File: config.mk
export PLATFORM = sky130hd
export DESIGN_NAME = dldet_cell
export DESIGN_NICKNAME = d
export VERILOG_FILES = /design/src/rtl/core/dldet_pkg.sv /design/src/rtl/core/dldet_cell.sv
export SDC_FILE = /design/constraint.sdc
export NUM_CORES = 1
export LEC_CHECK = 0
export BUFFER_PORTS_ARGS = -buffer_cell sky130_fd_sc_hd__clkbuf_2
export CORE_MARGIN = 4
export CORE_UTILIZATION = 62
export CTS_CLUSTER_SIZE = 10
export DETAILED_ROUTE_END_ITERATION = 16
export PLACE_DENSITY_LB_ADDON = 0.05
export SYNTH_ARGS = -nofsm -noshare
export SYNTH_HDL_FRONTEND = slang
export SYNTH_SLANG_ARGS = --single-unit
export TNS_END_PERCENT = 100
File: constraint.sdc
create_clock -name clk -period 5.34 [get_ports clk]
set_input_delay 0.534 -clock clk [delete_from_list [all_inputs] [get_ports clk]]
set_output_delay 0.534 -clock clk [all_outputs]
set_load 0.01 [all_outputs]
File: src/rtl/core/dldet_pkg.sv
// ----------------------------------------------------------------------------
// Deadlock detector package
// Shared widths, command codes and the control bundle sent to every cell.
// ----------------------------------------------------------------------------
`default_nettype none

package dldet_pkg;

    // Field widths fixed by the interface.
    localparam int AMT_W      = 16;
    localparam int FREE_W     = 21;
    localparam int PROC_IDX_W = 4;
    localparam int RES_IDX_W  = 3;
    localparam int NP_W       = 5;
    localparam int NR_W       = 4;
    localparam int MASK_W     = 16;
    localparam int COUNT_W    = 5;

    localparam logic [NP_W-1:0] NP_RESET = 5'd16;
    localparam logic [NR_W-1:0] NR_RESET = 4'd8;

    // Register indexes on the configuration port (taken from paddr[2]).
    localparam logic REG_NUM_PROCESSES = 1'b0;
    localparam logic REG_NUM_RESOURCES = 1'b1;

    typedef enum logic [1:0] {
        CMD_LOAD_AVAIL  = 2'd0,
        CMD_LOAD_HELD   = 2'd1,
        CMD_LOAD_WANTED = 2'd2,
        CMD_RUN         = 2'd3
    } cmd_t;

    // Broadcast control from the top level to every cell in the chain.
    typedef struct packed {
        logic                  wr_held;
        logic                  wr_wanted;
        logic                  clr_fin;
        logic [PROC_IDX_W-1:0] proc_idx;
        logic [RES_IDX_W-1:0]  res_idx;
        logic [AMT_W-1:0]      amount;
    } cell_ctrl_t;

endpackage

`default_nettype wire

File: src/rtl/core/dldet_cell.sv
// ----------------------------------------------------------------------------
// Deadlock detector cell
// Holds one process row (allocation, request, finished flag) and updates the
// available vector as it travels past.
// ----------------------------------------------------------------------------
`default_nettype none

module dldet_cell
    import dldet_pkg::*;
#(
    parameter int MAX_RESOURCES = 8,
    parameter int CNT_W         = 5,
    parameter int INDEX         = 0
)
(
    input  wire logic                                 clk,
    input  wire logic                                 rst_n,
    input  wire cell_ctrl_t                           ctrl,
    input  wire logic                                 active,
    input  wire logic [MAX_RESOURCES-1:0]             col_en,
    input  wire logic                                 in_valid,
    input  wire logic [MAX_RESOURCES-1:0][FREE_W-1:0] in_free,
    input  wire logic                                 in_rel,
    input  wire logic [CNT_W-1:0]                     in_cnt,
    output logic                                      out_valid,
    output logic [MAX_RESOURCES-1:0][FREE_W-1:0]      out_free,
    output logic                                      out_rel,
    output logic [CNT_W-1:0]                          out_cnt,
    output logic                                      finished
);

    localparam logic [FREE_W-1:0] FREE_MAX = '1;

    logic [AMT_W-1:0]  held_reg   [MAX_RESOURCES];
    logic [AMT_W-1:0]  held_next  [MAX_RESOURCES];
    logic [AMT_W-1:0]  wanted_reg [MAX_RESOURCES];
    logic [AMT_W-1:0]  wanted_next[MAX_RESOURCES];
    logic              fin_reg;
    logic              fin_next;
    logic              valid_reg;
    logic              rel_reg;
    logic [CNT_W-1:0]  cnt_reg;
    logic [MAX_RESOURCES-1:0][FREE_W-1:0] free_reg;
    logic [MAX_RESOURCES-1:0][FREE_W-1:0] free_next;

    logic row_hit;
    logic fits;
    logic take;
    logic unfin;

    assign row_hit = (int'(ctrl.proc_idx) == INDEX);

    // The process qualifies when every request in use is covered.
    always_comb
    begin
        fits = 1'b1;
        for (int k = 0; k < MAX_RESOURCES; k++)
        begin
            if (col_en[k] && (FREE_W'(wanted_reg[k]) > in_free[k]))
            begin
                fits = 1'b0;
            end
        end
    end

    assign take  = in_valid & active & ~fin_reg & fits;
    assign unfin = active & ~fin_reg & ~fits;

    always_comb
    begin
        logic [FREE_W:0] sum;
        for (int k = 0; k < MAX_RESOURCES; k++)
        begin
            sum = {1'b0, in_free[k]} + (FREE_W + 1)'(held_reg[k]);
            if (take && col_en[k])
            begin
                free_next[k] = sum[FREE_W] ? FREE_MAX : sum[FREE_W-1:0];
            end
            else
            begin
                free_next[k] = in_free[k];
            end
        end
    end

    always_comb
    begin
        for (int k = 0; k < MAX_RESOURCES; k++)
        begin
            held_next[k]   = held_reg[k];
            wanted_next[k] = wanted_reg[k];
            if (ctrl.wr_held && row_hit && (int'(ctrl.res_idx) == k))
            begin
                held_next[k] = ctrl.amount;
            end
            else if (take && col_en[k])
            begin
                held_next[k] = '0;
            end
            if (ctrl.wr_wanted && row_hit && (int'(ctrl.res_idx) == k))
            begin
                wanted_next[k] = ctrl.amount;
            end
            else if (take && col_en[k] && (held_reg[k] != '0))
            begin
                wanted_next[k] = '0;
            end
        end
    end

    always_comb
    begin
        fin_next = fin_reg;
        if (ctrl.clr_fin)
        begin
            fin_next = 1'b0;
        end
        else if (take)
        begin
            fin_next = 1'b1;
        end
    end

    always_ff @(posedge clk or negedge rst_n)
    begin
        if (!rst_n)
        begin
            for (int k = 0; k < MAX_RESOURCES; k++)
            begin
                held_reg[k]   <= '0;
                wanted_reg[k] <= '0;
            end
            fin_reg   <= 1'b0;
            valid_reg <= 1'b0;
        end
        else
        begin
            held_reg   <= held_next;
            wanted_reg <= wanted_next;
            fin_reg    <= fin_next;
            valid_reg  <= in_valid;
        end
    end

    always_ff @(posedge clk)
    begin
        free_reg <= free_next;
        rel_reg  <= in_rel | take;
        cnt_reg  <= in_cnt + CNT_W'(unfin);
    end

    assign out_valid = valid_reg;
    assign out_free  = free_reg;
    assign out_rel   = rel_reg;
    assign out_cnt   = cnt_reg;
    assign finished  = fin_reg;

endmodule

`default_nettype wire

== After elaboration in Yosys (flattened, before gate mapping) ==
Cells that the tools add are included.
Storage, ports and cells
  bits in read-only memories: 0
  bits in writable memories: 0
  logic and storage cells: 187
  output and inout port bits: 176
  latch bits: 0
  memories: 0
  flip-flop bits (word level): 432
Cells by class
  multiply operators: 0
  shift-type cells: 0
  bitwise operators: 8
  $lt $le $gt $ge: 8
  mux-type cells: 58
  reduce and logical (&&, ||, !) cells: 69
  add/subtract/negate cells: 9
  div/mod/pow operators: 0
  equality and inequality tests: 7
Operators by type and width (number)
  16-bit two-way mux: 32
  21-bit two-way mux: 16
  21-bit by 16-bit adder with 22-bit output: 8
  16-bit by 21-bit greater-than comparator with 1-bit output: 8
  16-bit nonzero test: 8
  1-bit logical AND: 42
  2-bit nonzero test: 17
  3-bit equality test (second input constant): 4
  1-bit two-way mux: 10
  3-bit by 2-bit equality test with 1-bit output (second input constant): 2
  5-bit by 1-bit adder with 5-bit output: 1
  1-bit AND: 5
  4-bit logical NOT: 1
  3-bit by 1-bit equality test with 1-bit output (second input constant): 1
  3-bit logical NOT: 1
  1-bit inverter: 2
  1-bit bitwise OR: 1

== Depth between registers and ports, before layout ==
  word-level depth: 15
  depth in mapped cells: 14
  depth with buffers taken out: 14

== Least setup slack after synthesis ==
OpenSTA, ideal clock, no wires.
  path kind: input -> register
  start: input port in_free[85] (netlist bit)
  end: register free_reg, in the netlist out_free[166]
  path slack: 2.104 ns
  cell stages on the path: 11
  buffers on the path: 0
  setup time: 0.121 ns
  data required time: 5.219 ns
  data arrival time: 3.115 ns
  path through: inv_1 ha_1 nor2b_1 o211a_1 a2111oi_0 o211ai_1 a41oi_1 nand4b_4 nor3_4 nor3b_1 mux2_2
RTL lines
  start, declared: line dldet_cell.sv:22  | input wire logic [MAX_RESOURCES-1:0][FREE_W-1:0] in_free,
  end signal, assigned: line dldet_cell.sv:147  | free_reg <= free_next;
  end, declared: line dldet_cell.sv:43  | logic [MAX_RESOURCES-1:0][FREE_W-1:0] free_reg;

==> flow_summary_export.csv <==
group,metric,value,unit
status,status,"complete, but fails checks",
status,violations,"negative hold slack",
cells_and_area,largest_reg_flops,168,
worst_setup_path,worstRegToRegCells,10,
cts,worstSkewPairLatency,0.59,ns
worst_setup_path,path_depth,10,
timing,finalHoldViolations,2,
grt,grt-ovfl-total,0,
logic_synthesis,ys_seq_area_frac,0.397,
placement,port_buffers,387,
cts,cts_buffer_depth,3,
logic_synthesis,synth-compound-area-share,0.220,
logic_synthesis,async_flop_share,0.597,
worst_setup_path,worst_path_max_delay_cell,"nor3_4",
logic_synthesis,synth_top_family_by_area,"compound AO/OA/AOI/OAI gates",
placement,dp_slack,0.821,ns
worst_setup_path,crit_chain,"ha_1 > nand4b_1 > nor4_1 > a21oi_1 > o31a_1 > a41oi_1 > nand4b_4 > nor3_4 > nand2_1 > o22a_1",
floorplanning,dieArea,0.0437,sq mm
logic_synthesis,synth-simple-area-share,0.152,
logic_synthesis,synth_cell_types,73,
grt,grt_usage,0.342,
timing,tightest_slew,1.23,ns
cells_and_area,final_util,0.725,
worst_setup_path,arrival,4.73,ns
cells_and_area,multi_input_area,0.0139,sq mm
timing,final-setup-viol-count,0,
grt,grtUsageMet3,0.0575,
routing,ant_nets,0,
cells_and_area,syn2layout_area_growth,15.2,%
worst_setup_path,slowest_delay,0.70,ns
worst_setup_path,crit_required,5.80,ns
grt,grt_max_degree,107,
timing,fin_crit_sh,0.800,
routing,wire_per_inst,21.0,microns
cts,clkTransAtPathRegs,0.06,ns
routing,vias_per_cell,6.23,
logic_synthesis,syn_avg_cell_area,9.01,sq um
floorplanning,die_h,209,microns
power,p_total,7.83,mW
worst_setup_path,crit_buf_inv,0,
worst_setup_path,cp-end-kind,"register",
cts,cts_tree,"built",
grt,grt.busiest_layer,"met2",
timing,rsz0062_at_grt,"no",
grt,grt_util_met1,0.465,
run,max-cap-violations,0,
cells_and_area,layout_common_cells,"386 x clkbuf_2, 346 x nand2_1, 292 x o21ai_0",
timing,slew_headroom,0.180,
worst_setup_path,path_max_fanout,16,
logic_synthesis,syn_nets,3261,
logic_synthesis,synth-adder-area-share,0.135,
cells_and_area,nets,3600,
logic_synthesis,syn_inst,2783,
placement,finalWeightedCongestion,0.940,
placement,hpwl,56.2,mm
cells_and_area,n_fill_cell,3124,
cts,numCtsBuffers,50,
power,ir_worst_vdd,0.000272,V
floorplanning,core_area,0.0398,sq mm
worst_setup_path,critPathTopFamily,"simple AND/OR/NAND/NOR gates",
logic_synthesis,ys_ff_latch,432,
logic_synthesis,synth_edf_count,0,
cts,clkSinkCount,432,
grt,grt_antenna_before_repair,3,
cts,htreeDepth,2,
floorplanning,num_rows,73,
timing,setup_ws,1.07,ns
floorplanning,io-pin-count,388,
timing,timing.setup.tns,0,ns
cts,cts_resized,0,
logic_synthesis,synth_top_flop_cell,"dfrtp_1",
grt,grt_pass1_vias,22269,
logic_synthesis,syn_area,0.0251,sq mm
routing,vias,22982,
power,cellLeakagePower,14.3,nW
floorplanning,fp.dieW,209,microns
power,p_per_area,271,mW/mm^2
cts,ctsHoldBuffers,0,
cts,cts_setup_buffers,0,
worst_setup_path,cp-start-kind,"register",
logic_synthesis,yosysWarnings,0,
timing,whs,-0.00175,ns
routing,drt_iter0_drc,2064,
timing,finalMaxSlewViolations,0,
floorplanning,initial_core_util,0.629,
cells_and_area,final-seq-area,0.00994,sq mm
cells_and_area,layout_commonest_cell,"clkbuf_2",
routing,wirelength,77.5,mm
logic_synthesis,synth_xor_area_frac,0.0349,
timing,clock_skew,0.0161,ns
worst_setup_path,critPathKind,"register to register",
grt,met2_usage,0.547,
timing,fin_crit,4.27,ns
worst_hold_path,min_path_type,"input pin to async pin",
cts,root_buffer,"clkbuf_16",
cells_and_area,drive_gt1_frac,0.167,
logic_synthesis,synth_mux_area_frac,0.0133,
routing,firstDrtPassIters,6,
timing,max_freq,234,MHz
routing,drc,0,
grt,grt_pass1_wl,121,mm
routing by layer:
layer | up-vias | wire length, microns
met5 | - | 13
met2 | 994 | 35600
met4 | 2 | 3310
li1 | 10669 | -
met1 | 11098 | 32300
met3 | 219 | 6250
cell type report:
| type | count | area share |
|---|---|---|
| antenna | 2 | 0.000173 |
| clock buffer | 89 | 0.0513 |
| clock inverter | 2 | 0.000347 |
| inverter | 185 | 0.0241 |
| multi-input combinational | 2041 | 0.483 |
| sequential | 432 | 0.344 |
| tap | 525 | 0.0228 |
| timing repair buffer | 412 | 0.0744 |
path summary, 6_finish.rpt:
kind	startpoint	end	slack, ns
min in group clk	in_valid	out_valid	0.10
hold / removal	rst_n	wanted_reg[14]	-0.002
hold reg to reg	wanted_reg[112]	wanted_reg[112]	0.50
max in group asynchronous	rst_n	held_reg[42]	4.07
setup / recovery	wanted_reg[31]	out_free[105]	1.07
setup reg to reg	wanted_reg[31]	out_free[105]	1.07
power breakdown:
group	total (mW)	leakage, nW	switching (mW)	internal [mW]
Clock	3.21	0.715	1.35	1.86
Combinational	1.13	8.49	0.692	0.441
Sequential	3.49	5.05	0.0841	3.41
worst register-to-register path, delay by kind of cell (launching register included):
family / cells / cell delay (ns)
compound gates: 4 / 1.07
fa+ha+maj: 1 / 0.31
simple gates: 5 / 2.35
flops: 1 / 0.42
synthesized netlist by cell type (40+ instances only):
cell type,n,share of area
dfrtp_1,258,0.26
nor2_1,147,0.022
clkbuf_1,91,0.014
nand2_1,346,0.052
a22o_1,129,0.045
a21oi_1,150,0.030
a21o_1,43,0.013
dfxtp_1,174,0.14
nor4_1,43,0.011
o22a_1,40,0.014
o21ai_0,292,0.058
xnor2_1,76,0.027
ha_1,258,0.13
inv_1,185,0.028
nand3_1,48,0.0096
cell families after synthesis:
family	after synthesis
and+or+nand+nor	795
xor gates and xnor gates	100
DFF	432
buffers and inverters	310
adders and majority gates	266
AOI/OAI and AO/OA	850
muxes	30
per-stage QoR:
step	cells	hold slack [ns]	area (sq um)
after floorplan	2783	0.238	25100
after global placement	3595	0.485	27400
after detailed placement	3595	0.486	27400
after CTS	3686	0.0341	28900
after global routing	3688	0.0768	28900
final	3688	-0.00175	28900
Power figures use the tool's default switching activity.
